==> config.mk <==
export PLATFORM = sky130hd
export DESIGN_NAME = ptt_priority_keyer
export DESIGN_NICKNAME = d
export VERILOG_FILES = /design/src/rtl/ptk_pkg.sv /design/src/rtl/ptk_cell.sv /design/src/rtl/ptk_keyer.sv /design/src/rtl/ptt_priority_keyer.sv
export SDC_FILE = /design/constraint.sdc
export NUM_CORES = 1
export LEC_CHECK = 0
export ABC_CLOCK_PERIOD_IN_PS = 6200
export BUFFER_PORTS_ARGS = -buffer_cell sky130_fd_sc_hd__buf_2
export CAP_MARGIN = 15
export CORE_MARGIN = 2
export CORE_UTILIZATION = 37
export DETAILED_ROUTE_END_ITERATION = 8
export PLACE_DENSITY_LB_ADDON = 0.25
export SLEW_MARGIN = 20
export SYNTH_ARGS = -nofsm -noshare
export SYNTH_HDL_FRONTEND = slang
export SYNTH_HIERARCHICAL = 1
export SYNTH_SLANG_ARGS = --single-unit
==> constraint.sdc <==
create_clock -name clk -period 6.2 [get_ports clk]
set_input_delay 0.31 -clock clk [delete_from_list [all_inputs] [get_ports clk]]
set_output_delay 0.31 -clock clk [all_outputs]
set_load 0.01 [all_outputs]
==> src/rtl/ptk_pkg.sv <==
`timescale 1ns / 1ps

package ptk_pkg;

  localparam int unsigned SOURCES_DEF = 4;

  // Configuration register indexes
  localparam int unsigned CFG_IDX_W = 2;
  localparam logic [CFG_IDX_W-1:0] CFG_HOLD_LIMIT = 2'd0;
  localparam logic [CFG_IDX_W-1:0] CFG_RESEND     = 2'd1;
  localparam int unsigned CFG_DATA_W = 16;

  localparam logic [15:0] HOLD_LIMIT_RST = 16'd180;
  localparam logic [7:0]  RESEND_RST     = 8'd2;

  // Item modes
  localparam logic MODE_UPDATE = 1'b0;
  localparam logic MODE_POLL   = 1'b1;

  // Serial frame commands: on = F0 31 0A, off = F0 30 0A
  localparam logic [1:0] CMD_NONE = 2'd0;
  localparam logic [1:0] CMD_ON   = 2'd1;
  localparam logic [1:0] CMD_OFF  = 2'd2;

  localparam logic signed [7:0] PRI_NONE = -8'sd1;

  typedef struct packed {
    logic              mode;
    logic [2:0]        source_id;
    logic signed [7:0] source_priority;
    logic              source_request;
    logic [31:0]       now_seconds;
  } in_item_t;

  typedef struct packed {
    logic [1:0] serial_command;
    logic [2:0] reported_source;
    logic       keyed;
    logic [3:0] play_enable_mask;
    logic       timed_out;
  } out_item_t;

  // Arbitration result of a poll waiting for the keyer
  typedef struct packed {
    logic        valid;
    logic        any;
    logic        found;
    logic        stale;
    logic [31:0] now;
  } poll_ctl_t;

endpackage

==> src/rtl/ptk_cell.sv <==
`timescale 1ns / 1ps

// One source: holds its priority and request flag, and passes the running
// best candidate on to the next cell.
module ptk_cell #(
  parameter int unsigned IDX  = 0,
  parameter int unsigned IDXW = 2
) (
  input  logic                   clk,
  input  logic                   rst_n,
  input  logic                   clear_i,
  input  logic                   upd_i,
  input  logic [2:0]             id_i,
  input  logic signed [7:0]      wr_pri_i,
  input  logic                   wr_req_i,
  input  logic                   any_i,
  input  logic                   found_i,
  input  logic signed [7:0]      best_pri_i,
  input  logic [IDXW-1:0]        best_idx_i,
  output logic                   any_o,
  output logic                   found_o,
  output logic signed [7:0]      best_pri_o,
  output logic [IDXW-1:0]        best_idx_o
);

  localparam logic [IDXW-1:0] MY_IDX = IDXW'(IDX);

  logic signed [7:0] pri_r, pri_nxt;
  logic              req_r, req_nxt;
  logic              hit;
  logic              take;

  assign hit = upd_i && (5'(id_i) == 5'(IDX + 1));

  always_comb begin
    pri_nxt = pri_r;
    req_nxt = req_r;
    if (clear_i) begin
      req_nxt = 1'b0;
    end
    // a write follows the clearing poll in order, so it wins
    if (hit) begin
      pri_nxt = wr_pri_i;
      req_nxt = wr_req_i;
    end
  end

  always_ff @(posedge clk) begin
    if (!rst_n) begin
      pri_r <= ptk_pkg::PRI_NONE;
      req_r <= 1'b0;
    end else begin
      pri_r <= pri_nxt;
      req_r <= req_nxt;
    end
  end

  assign take       = req_r && (pri_r > best_pri_i);
  assign any_o      = any_i | req_r;
  assign found_o    = found_i | take;
  assign best_pri_o = take ? pri_r : best_pri_i;
  assign best_idx_o = take ? MY_IDX : best_idx_i;

endmodule

==> src/rtl/ptk_keyer.sv <==
`timescale 1ns / 1ps

// Key state, hold timer and resend timer; owns the result register.
module ptk_keyer #(
  parameter int unsigned SOURCES = ptk_pkg::SOURCES_DEF,
  parameter int unsigned IDXW    = $clog2(SOURCES)
) (
  input  logic                clk,
  input  logic                rst_n,
  input  ptk_pkg::poll_ctl_t  poll_i,
  input  logic [IDXW-1:0]     chosen_i,
  input  logic [15:0]         hold_limit_i,
  input  logic [7:0]          resend_i,
  output logic                fire_o,
  output logic                clear_o,
  output logic                out_valid,
  input  logic                out_stall,
  output ptk_pkg::out_item_t  out_data
);

  logic [31:0]        hold_start_r, hold_start_nxt;
  logic               hold_run_r, hold_run_nxt;
  logic               key_sent_r, key_sent_nxt;
  logic [31:0]        last_send_r, last_send_nxt;
  logic [SOURCES-1:0] play_r, play_nxt;
  logic               out_valid_r, out_valid_nxt;
  ptk_pkg::out_item_t out_r, out_nxt;

  logic [31:0]        d_send, d_hold;
  logic               over_send, over_hold;
  logic               any_eff, expired;
  logic [7:0]         rep_full;
  logic [SOURCES+3:0] play_ext;

  // signed 32-bit wrap: a negative difference never exceeds a limit
  assign d_send    = poll_i.now - last_send_r;
  assign d_hold    = poll_i.now - hold_start_r;
  assign over_send = !d_send[31] && (d_send[30:0] > 31'(resend_i));
  assign over_hold = !d_hold[31] && (d_hold[30:0] > 31'(hold_limit_i));

  assign fire_o   = poll_i.valid && (!out_valid_r || !out_stall);
  assign any_eff  = poll_i.any && !poll_i.stale;
  assign expired  = any_eff && hold_run_r && over_hold;
  assign clear_o  = fire_o && expired;
  assign rep_full = 8'(chosen_i) + 8'd1;

  always_comb begin
    hold_start_nxt = hold_start_r;
    hold_run_nxt   = hold_run_r;
    key_sent_nxt   = key_sent_r;
    last_send_nxt  = last_send_r;
    play_nxt       = play_r;
    out_nxt        = out_r;
    out_nxt.serial_command  = ptk_pkg::CMD_NONE;
    out_nxt.reported_source = 3'd0;
    out_nxt.timed_out       = 1'b0;
    if (!any_eff || expired) begin
      if (key_sent_r || over_send) begin
        out_nxt.serial_command = ptk_pkg::CMD_OFF;
        key_sent_nxt  = 1'b0;
        last_send_nxt = poll_i.now;
      end
      hold_run_nxt = 1'b0;
      if (expired) begin
        out_nxt.timed_out = 1'b1;
      end else begin
        play_nxt = '0;
      end
    end else begin
      if (!hold_run_r) begin
        hold_start_nxt = poll_i.now;
        hold_run_nxt   = 1'b1;
      end
      if (!key_sent_r || over_send) begin
        out_nxt.serial_command = ptk_pkg::CMD_ON;
        key_sent_nxt  = 1'b1;
        last_send_nxt = poll_i.now;
        out_nxt.reported_source = poll_i.found ? rep_full[2:0] : 3'd0;
      end
      play_nxt = '0;
      if (poll_i.found) begin
        play_nxt[chosen_i] = 1'b1;
      end
    end
    play_ext                 = {4'b0000, play_nxt};
    out_nxt.keyed            = key_sent_nxt;
    out_nxt.play_enable_mask = play_ext[3:0];
  end

  always_comb begin
    out_valid_nxt = out_valid_r && out_stall;
    if (fire_o) begin
      out_valid_nxt = 1'b1;
    end
  end

  always_ff @(posedge clk) begin
    if (!rst_n) begin
      hold_start_r <= '0;
      hold_run_r   <= 1'b0;
      key_sent_r   <= 1'b0;
      last_send_r  <= '0;
      play_r       <= '0;
      out_valid_r  <= 1'b0;
    end else begin
      out_valid_r <= out_valid_nxt;
      if (fire_o) begin
        hold_start_r <= hold_start_nxt;
        hold_run_r   <= hold_run_nxt;
        key_sent_r   <= key_sent_nxt;
        last_send_r  <= last_send_nxt;
        play_r       <= play_nxt;
      end
    end
  end

  always_ff @(posedge clk) begin
    if (fire_o) begin
      out_r <= out_nxt;
    end
  end

  assign out_valid = out_valid_r;
  assign out_data  = out_r;

endmodule

==> src/rtl/ptt_priority_keyer.sv <==
`timescale 1ns / 1ps

// Push-to-talk keyer. Throughput: one transaction per cycle, updates and polls alike,
// unless a stalled result holds a poll in the arbitration register and stalls input.
// A poll reaches out_data through the arbitration and result registers; an update is
// seen by a poll accepted in the next cycle. The arbitration chain is combinational.
// Reset (rst_n low, synchronous) clears requests, priorities to -1, timers and
// key state, and restores hold limit 180 s and resend interval 2 s.
module ptt_priority_keyer #(
  parameter int unsigned SOURCES = ptk_pkg::SOURCES_DEF
) (
  input  logic                                clk,
  input  logic                                rst_n,
  // input channel
  input  logic                                in_valid,
  output logic                                in_stall,
  input  ptk_pkg::in_item_t                   in_data,
  // result channel
  output logic                                out_valid,
  input  logic                                out_stall,
  output ptk_pkg::out_item_t                  out_data,
  // configuration write channel
  input  logic                                cfg_valid,
  output logic                                cfg_ready,
  input  logic [ptk_pkg::CFG_IDX_W-1:0]       cfg_index,
  input  logic [ptk_pkg::CFG_DATA_W-1:0]      cfg_data
);

  localparam int unsigned IDXW = $clog2(SOURCES);

  // ---------------------------------------------------------------------------
  // Configuration registers
  // ---------------------------------------------------------------------------
  logic [15:0] hold_limit_r;
  logic [7:0]  resend_r;

  assign cfg_ready = 1'b1;

  always_ff @(posedge clk) begin
    if (!rst_n) begin
      hold_limit_r <= ptk_pkg::HOLD_LIMIT_RST;
      resend_r     <= ptk_pkg::RESEND_RST;
    end else if (cfg_valid) begin
      unique case (cfg_index)
        ptk_pkg::CFG_HOLD_LIMIT: hold_limit_r <= cfg_data[15:0];
        ptk_pkg::CFG_RESEND:     resend_r     <= cfg_data[7:0];
        default: ;
      endcase
    end
  end

  // ---------------------------------------------------------------------------
  // Acceptance. A poll waits in the arbitration register until the keyer
  // takes it; while it waits nothing else is accepted, so a forced release
  // never wipes a request that came after the releasing poll.
  // ---------------------------------------------------------------------------
  logic in_acc, upd_acc, poll_acc;
  logic fire, clear;

  assign in_acc   = in_valid && !in_stall;
  assign upd_acc  = in_acc && (in_data.mode == ptk_pkg::MODE_UPDATE);
  assign poll_acc = in_acc && (in_data.mode == ptk_pkg::MODE_POLL);

  // ---------------------------------------------------------------------------
  // Cell chain: cell i holds source i+1; the best requester ripples from
  // cell 0 upwards, so a tie keeps the lower-numbered source.
  // ---------------------------------------------------------------------------
  logic                    any_c   [SOURCES+1];
  logic                    found_c [SOURCES+1];
  logic signed [7:0]       pri_c   [SOURCES+1];
  logic [IDXW-1:0]         idx_c   [SOURCES+1];

  assign any_c[0]   = 1'b0;
  assign found_c[0] = 1'b0;
  assign pri_c[0]   = ptk_pkg::PRI_NONE;
  assign idx_c[0]   = '0;

  for (genvar g = 0; g < SOURCES; g++) begin : g_cell
    ptk_cell #(
      .IDX  (g),
      .IDXW (IDXW)
    ) u_cell (
      .clk        (clk),
      .rst_n      (rst_n),
      .clear_i    (clear),
      .upd_i      (upd_acc),
      .id_i       (in_data.source_id),
      .wr_pri_i   (in_data.source_priority),
      .wr_req_i   (in_data.source_request),
      .any_i      (any_c[g]),
      .found_i    (found_c[g]),
      .best_pri_i (pri_c[g]),
      .best_idx_i (idx_c[g]),
      .any_o      (any_c[g+1]),
      .found_o    (found_c[g+1]),
      .best_pri_o (pri_c[g+1]),
      .best_idx_o (idx_c[g+1])
    );
  end

  // ---------------------------------------------------------------------------
  // Arbitration register. If the poll ahead forces release at the edge this
  // poll is captured, its view of the flags predates the clear: mark it stale
  // so the keyer treats it as having no requester.
  // ---------------------------------------------------------------------------
  ptk_pkg::poll_ctl_t s1_r, s1_nxt;
  logic [IDXW-1:0]    s1_idx_r;

  always_comb begin
    s1_nxt = s1_r;
    if (fire) begin
      s1_nxt.valid = 1'b0;
    end
    if (poll_acc) begin
      s1_nxt.valid = 1'b1;
      s1_nxt.any   = any_c[SOURCES];
      s1_nxt.found = found_c[SOURCES];
      s1_nxt.stale = clear;
      s1_nxt.now   = in_data.now_seconds;
    end
  end

  always_ff @(posedge clk) begin
    if (!rst_n) begin
      s1_r.valid <= 1'b0;
    end else begin
      s1_r.valid <= s1_nxt.valid;
    end
    s1_r.any   <= s1_nxt.any;
    s1_r.found <= s1_nxt.found;
    s1_r.stale <= s1_nxt.stale;
    s1_r.now   <= s1_nxt.now;
    if (poll_acc) begin
      s1_idx_r <= idx_c[SOURCES];
    end
  end

  assign in_stall = s1_r.valid && !fire;

  // ---------------------------------------------------------------------------
  // Keyer and result register
  // ---------------------------------------------------------------------------
  ptk_keyer #(
    .SOURCES (SOURCES),
    .IDXW    (IDXW)
  ) u_keyer (
    .clk          (clk),
    .rst_n        (rst_n),
    .poll_i       (s1_r),
    .chosen_i     (s1_idx_r),
    .hold_limit_i (hold_limit_r),
    .resend_i     (resend_r),
    .fire_o       (fire),
    .clear_o      (clear),
    .out_valid    (out_valid),
    .out_stall    (out_stall),
    .out_data     (out_data)
  );

endmodule

==> flow_metrics.tcl <==
set metrics [dict create \
    port_buffers 80 \
    std_cell_rows 68 \
    rsz_0062_raised_after_global_routing "no" \
    cts_repair_resize_count 0 \
    floorplan.initialDensity_pct 37.5 \
    clockRootBuffer "sky130_fd_sc_hd__clkbuf_16" \
    ctsHtreeMaxLevel 4 \
    ff2ff_path_depth 28 \
    worst_ep_arrival_time_ns 6.06 \
    die_x_um 191 \
    floorplan.die.height_um 191 \
    gp_routability_congestion 0.899 \
    max_freq_mhz 171 \
    max-slew-margin-rel_pct 24.5 \
    maximum_number_of_pins_on_one_net_before_global_route_repair 105 \
    maxCapViolations 0 \
    floorplan.core_area_um2 34500 \
    skew_final_ns 0.0116 \
    clk_path_buf_depth 2 \
    initial_antenna_violation_count 0 \
    hold_class "primary input to flop" \
    grt_overflow 0 \
    timing_worst_slew_pin_value_ns 1.13 \
    post_route_clock_period_utilization_pct 94.5 \
    finalSetupTns_ns 0 \
    dr.pass1.iters 5 \
    final_routed_drc_violation_total 0 \
    finalNonFillerCells 2091 \
    regToRegStartpoint "g_cell[0].u_cell/pri_r[6]" \
    number_of_global_route_vias_before_repair 10600 \
    final-hold-violation-count 0 \
    hpwl_after_dpl_mm 24.3 \
    numClockSinks 180 \
    layout_commonest_cell "sky130_fd_sc_hd__nand2_1" \
    period_minus_slack_ns 5.86 \
    clk_transition_reported_paths_ns 0.08 \
    place_ws_ns 0.319 \
    vdd_ir_drop_max_mv 0.197 \
    grt_pass1_wl_mm 52.9 \
    avgSynthCellArea_um2 8.35 \
    outcome "finished clean" \
    worstSetupStartpoint "g_cell[0].u_cell/pri_r[6]" \
    cp-start-kind "flop" \
    worstSkewPairLatency_ns 0.46 \
    cp_slowest_stage_delay_ns 0.38 \
    drt-total-wl_mm 32.5 \
    worst_r2r_endpoint "s1_idx_r[0]" \
    path_class "flop to flop" \
    worst-r2r-setup-slack_ns 0.34 \
    layout-drive-gt1-share_pct 11.1 \
    critPathCapture "s1_idx_r[0]" \
    syn2layout_area_growth_pct 11.2 \
    setup_ws_ns 0.340 \
    count_of_mapped_cells_out_of_synthesis 1552 \
    dieArea_um2 36500 \
    netlist_area_um2 13000 \
    synthesis.yosys.warnings 6 \
    place.detailed.instances 2050 \
    worst-endpoint-required_ns 6.40 \
    finalSetupViolCount 0 \
    viasPerCell 5.27 \
    finalNetCount 1815 \
    detailedRoute.firstIterationViolations 600 \
    avgRoutedWirePerCell_um 15.6 \
    report.final.slew_viol_count 0 \
    n_antenna_cell 0 \
    global_route.usage.total_pct 18.1 \
    cts_tree "done" \
    final_antenna_net_count 0 \
    worst_path_max_delay_cell "sky130_fd_sc_hd__a2111oi_4" \
    number_of_buffers_created_by_cts 17 \
    static-leakage-power_nw 5.82 \
    routed-via-count 11000 \
    final_cell_mix "287 x sky130_fd_sc_hd__nand2_1, 162 x sky130_fd_sc_hd__inv_1, 132 x sky130_fd_sc_hd__dfxtp_1" \
    timing.critical_path.to_type "flop" \
    critical_path_maximum_fanout 10 \
    num_io_pins 82 \
    timing.hold.ws_ns 0.0241 \
    power.density_cell_area_nw_per_um2 209 \
]
## power by group
group          switching [mW]  leakage, nW  internal (mW)
clock network           0.535        0.286          0.574
registers              0.0325         1.52           1.25
logic                   0.366         4.01          0.252
total                   0.933         5.82           2.07
## how the worst min path moves through the flow
stage,endpoint,cells after the start,slack [ns],start
final,s1_r[23],1,0.02,in_data[23]
after global routing,s1_r[23],1,0.0009,in_data[23]
after CTS,s1_r[6],1,0.0009,in_data[6]
after detailed placement,u_keyer/hold_start_r[14],2,0.45,u_keyer/hold_start_r[14]
after global placement,u_keyer/hold_start_r[21],2,0.44,u_keyer/hold_start_r[21]
after floorplan,s1_r[0],0,0.41,in_data[0]
## area by class of cell
cell class                 instances  area, um^2
multi-input combinational       1163        7980
clock inverter                    14         163
clock buffer                      18         429
tap                              455         569
timing repair buffer              99         581
inverter                         162         608
sequential                       180        4080
fill                            3498       20100
## sequential cells by signal (all words and copies together), names as in the netlist
signal,cells
s1_r,36
u_keyer/hold_run_r,1
resend_r,8
u_keyer/out_data,11
s1_idx_r,2
u_keyer/play_r,4
g_cell.u_cell/pri_r,32
hold_limit_r,16
u_keyer/key_sent_r,1
u_keyer/last_send_r,32
u_keyer/out_valid,1
u_keyer/hold_start_r,32
g_cell.u_cell/req_r,4
## metal layers
| layer | GRT usage, % | part of all wire [%] | vias to the layer above |
|---|---|---|---|
| li1 | - | - | 5569 |
| met1 | 23.8 | 47 | 5176 |
| met2 | 30.3 | 47 | 229 |
| met3 | 2.88 | 3.9 | 39 |
| met4 | 5.41 | 1.8 | 0 |
| met5 | 0 | 0 | - |
## through the flow
| step | power [mW] | util [%] | instance area [um^2] |
|---|---|---|---|
| after floorplan | 1.76 | - | 13000 |
| after global placement | 1.91 | 39.8 | 13700 |
| after detailed placement | 1.91 | 39.8 | 13700 |
| after CTS | 3.04 | 41.6 | 14400 |
| after global routing | 3.17 | 41.7 | 14400 |
| final | 3.01 | 41.7 | 14400 |
## what timing repair did
item,CTS,global route
endpoints found under the hold margin,6,3
setup buffers,0,0
hold buffers,6,3
## critical path: cells and delay by family (launching register included)
kind            cells  cell delay (ns)
mux                 3             0.87
compound gates      8             1.80
simple gates        8             1.02
buf+inv             5             0.58
flops               1             0.33
fa+ha+maj           4             1.01
Note: power is estimated with default switching activity, not from simulation.
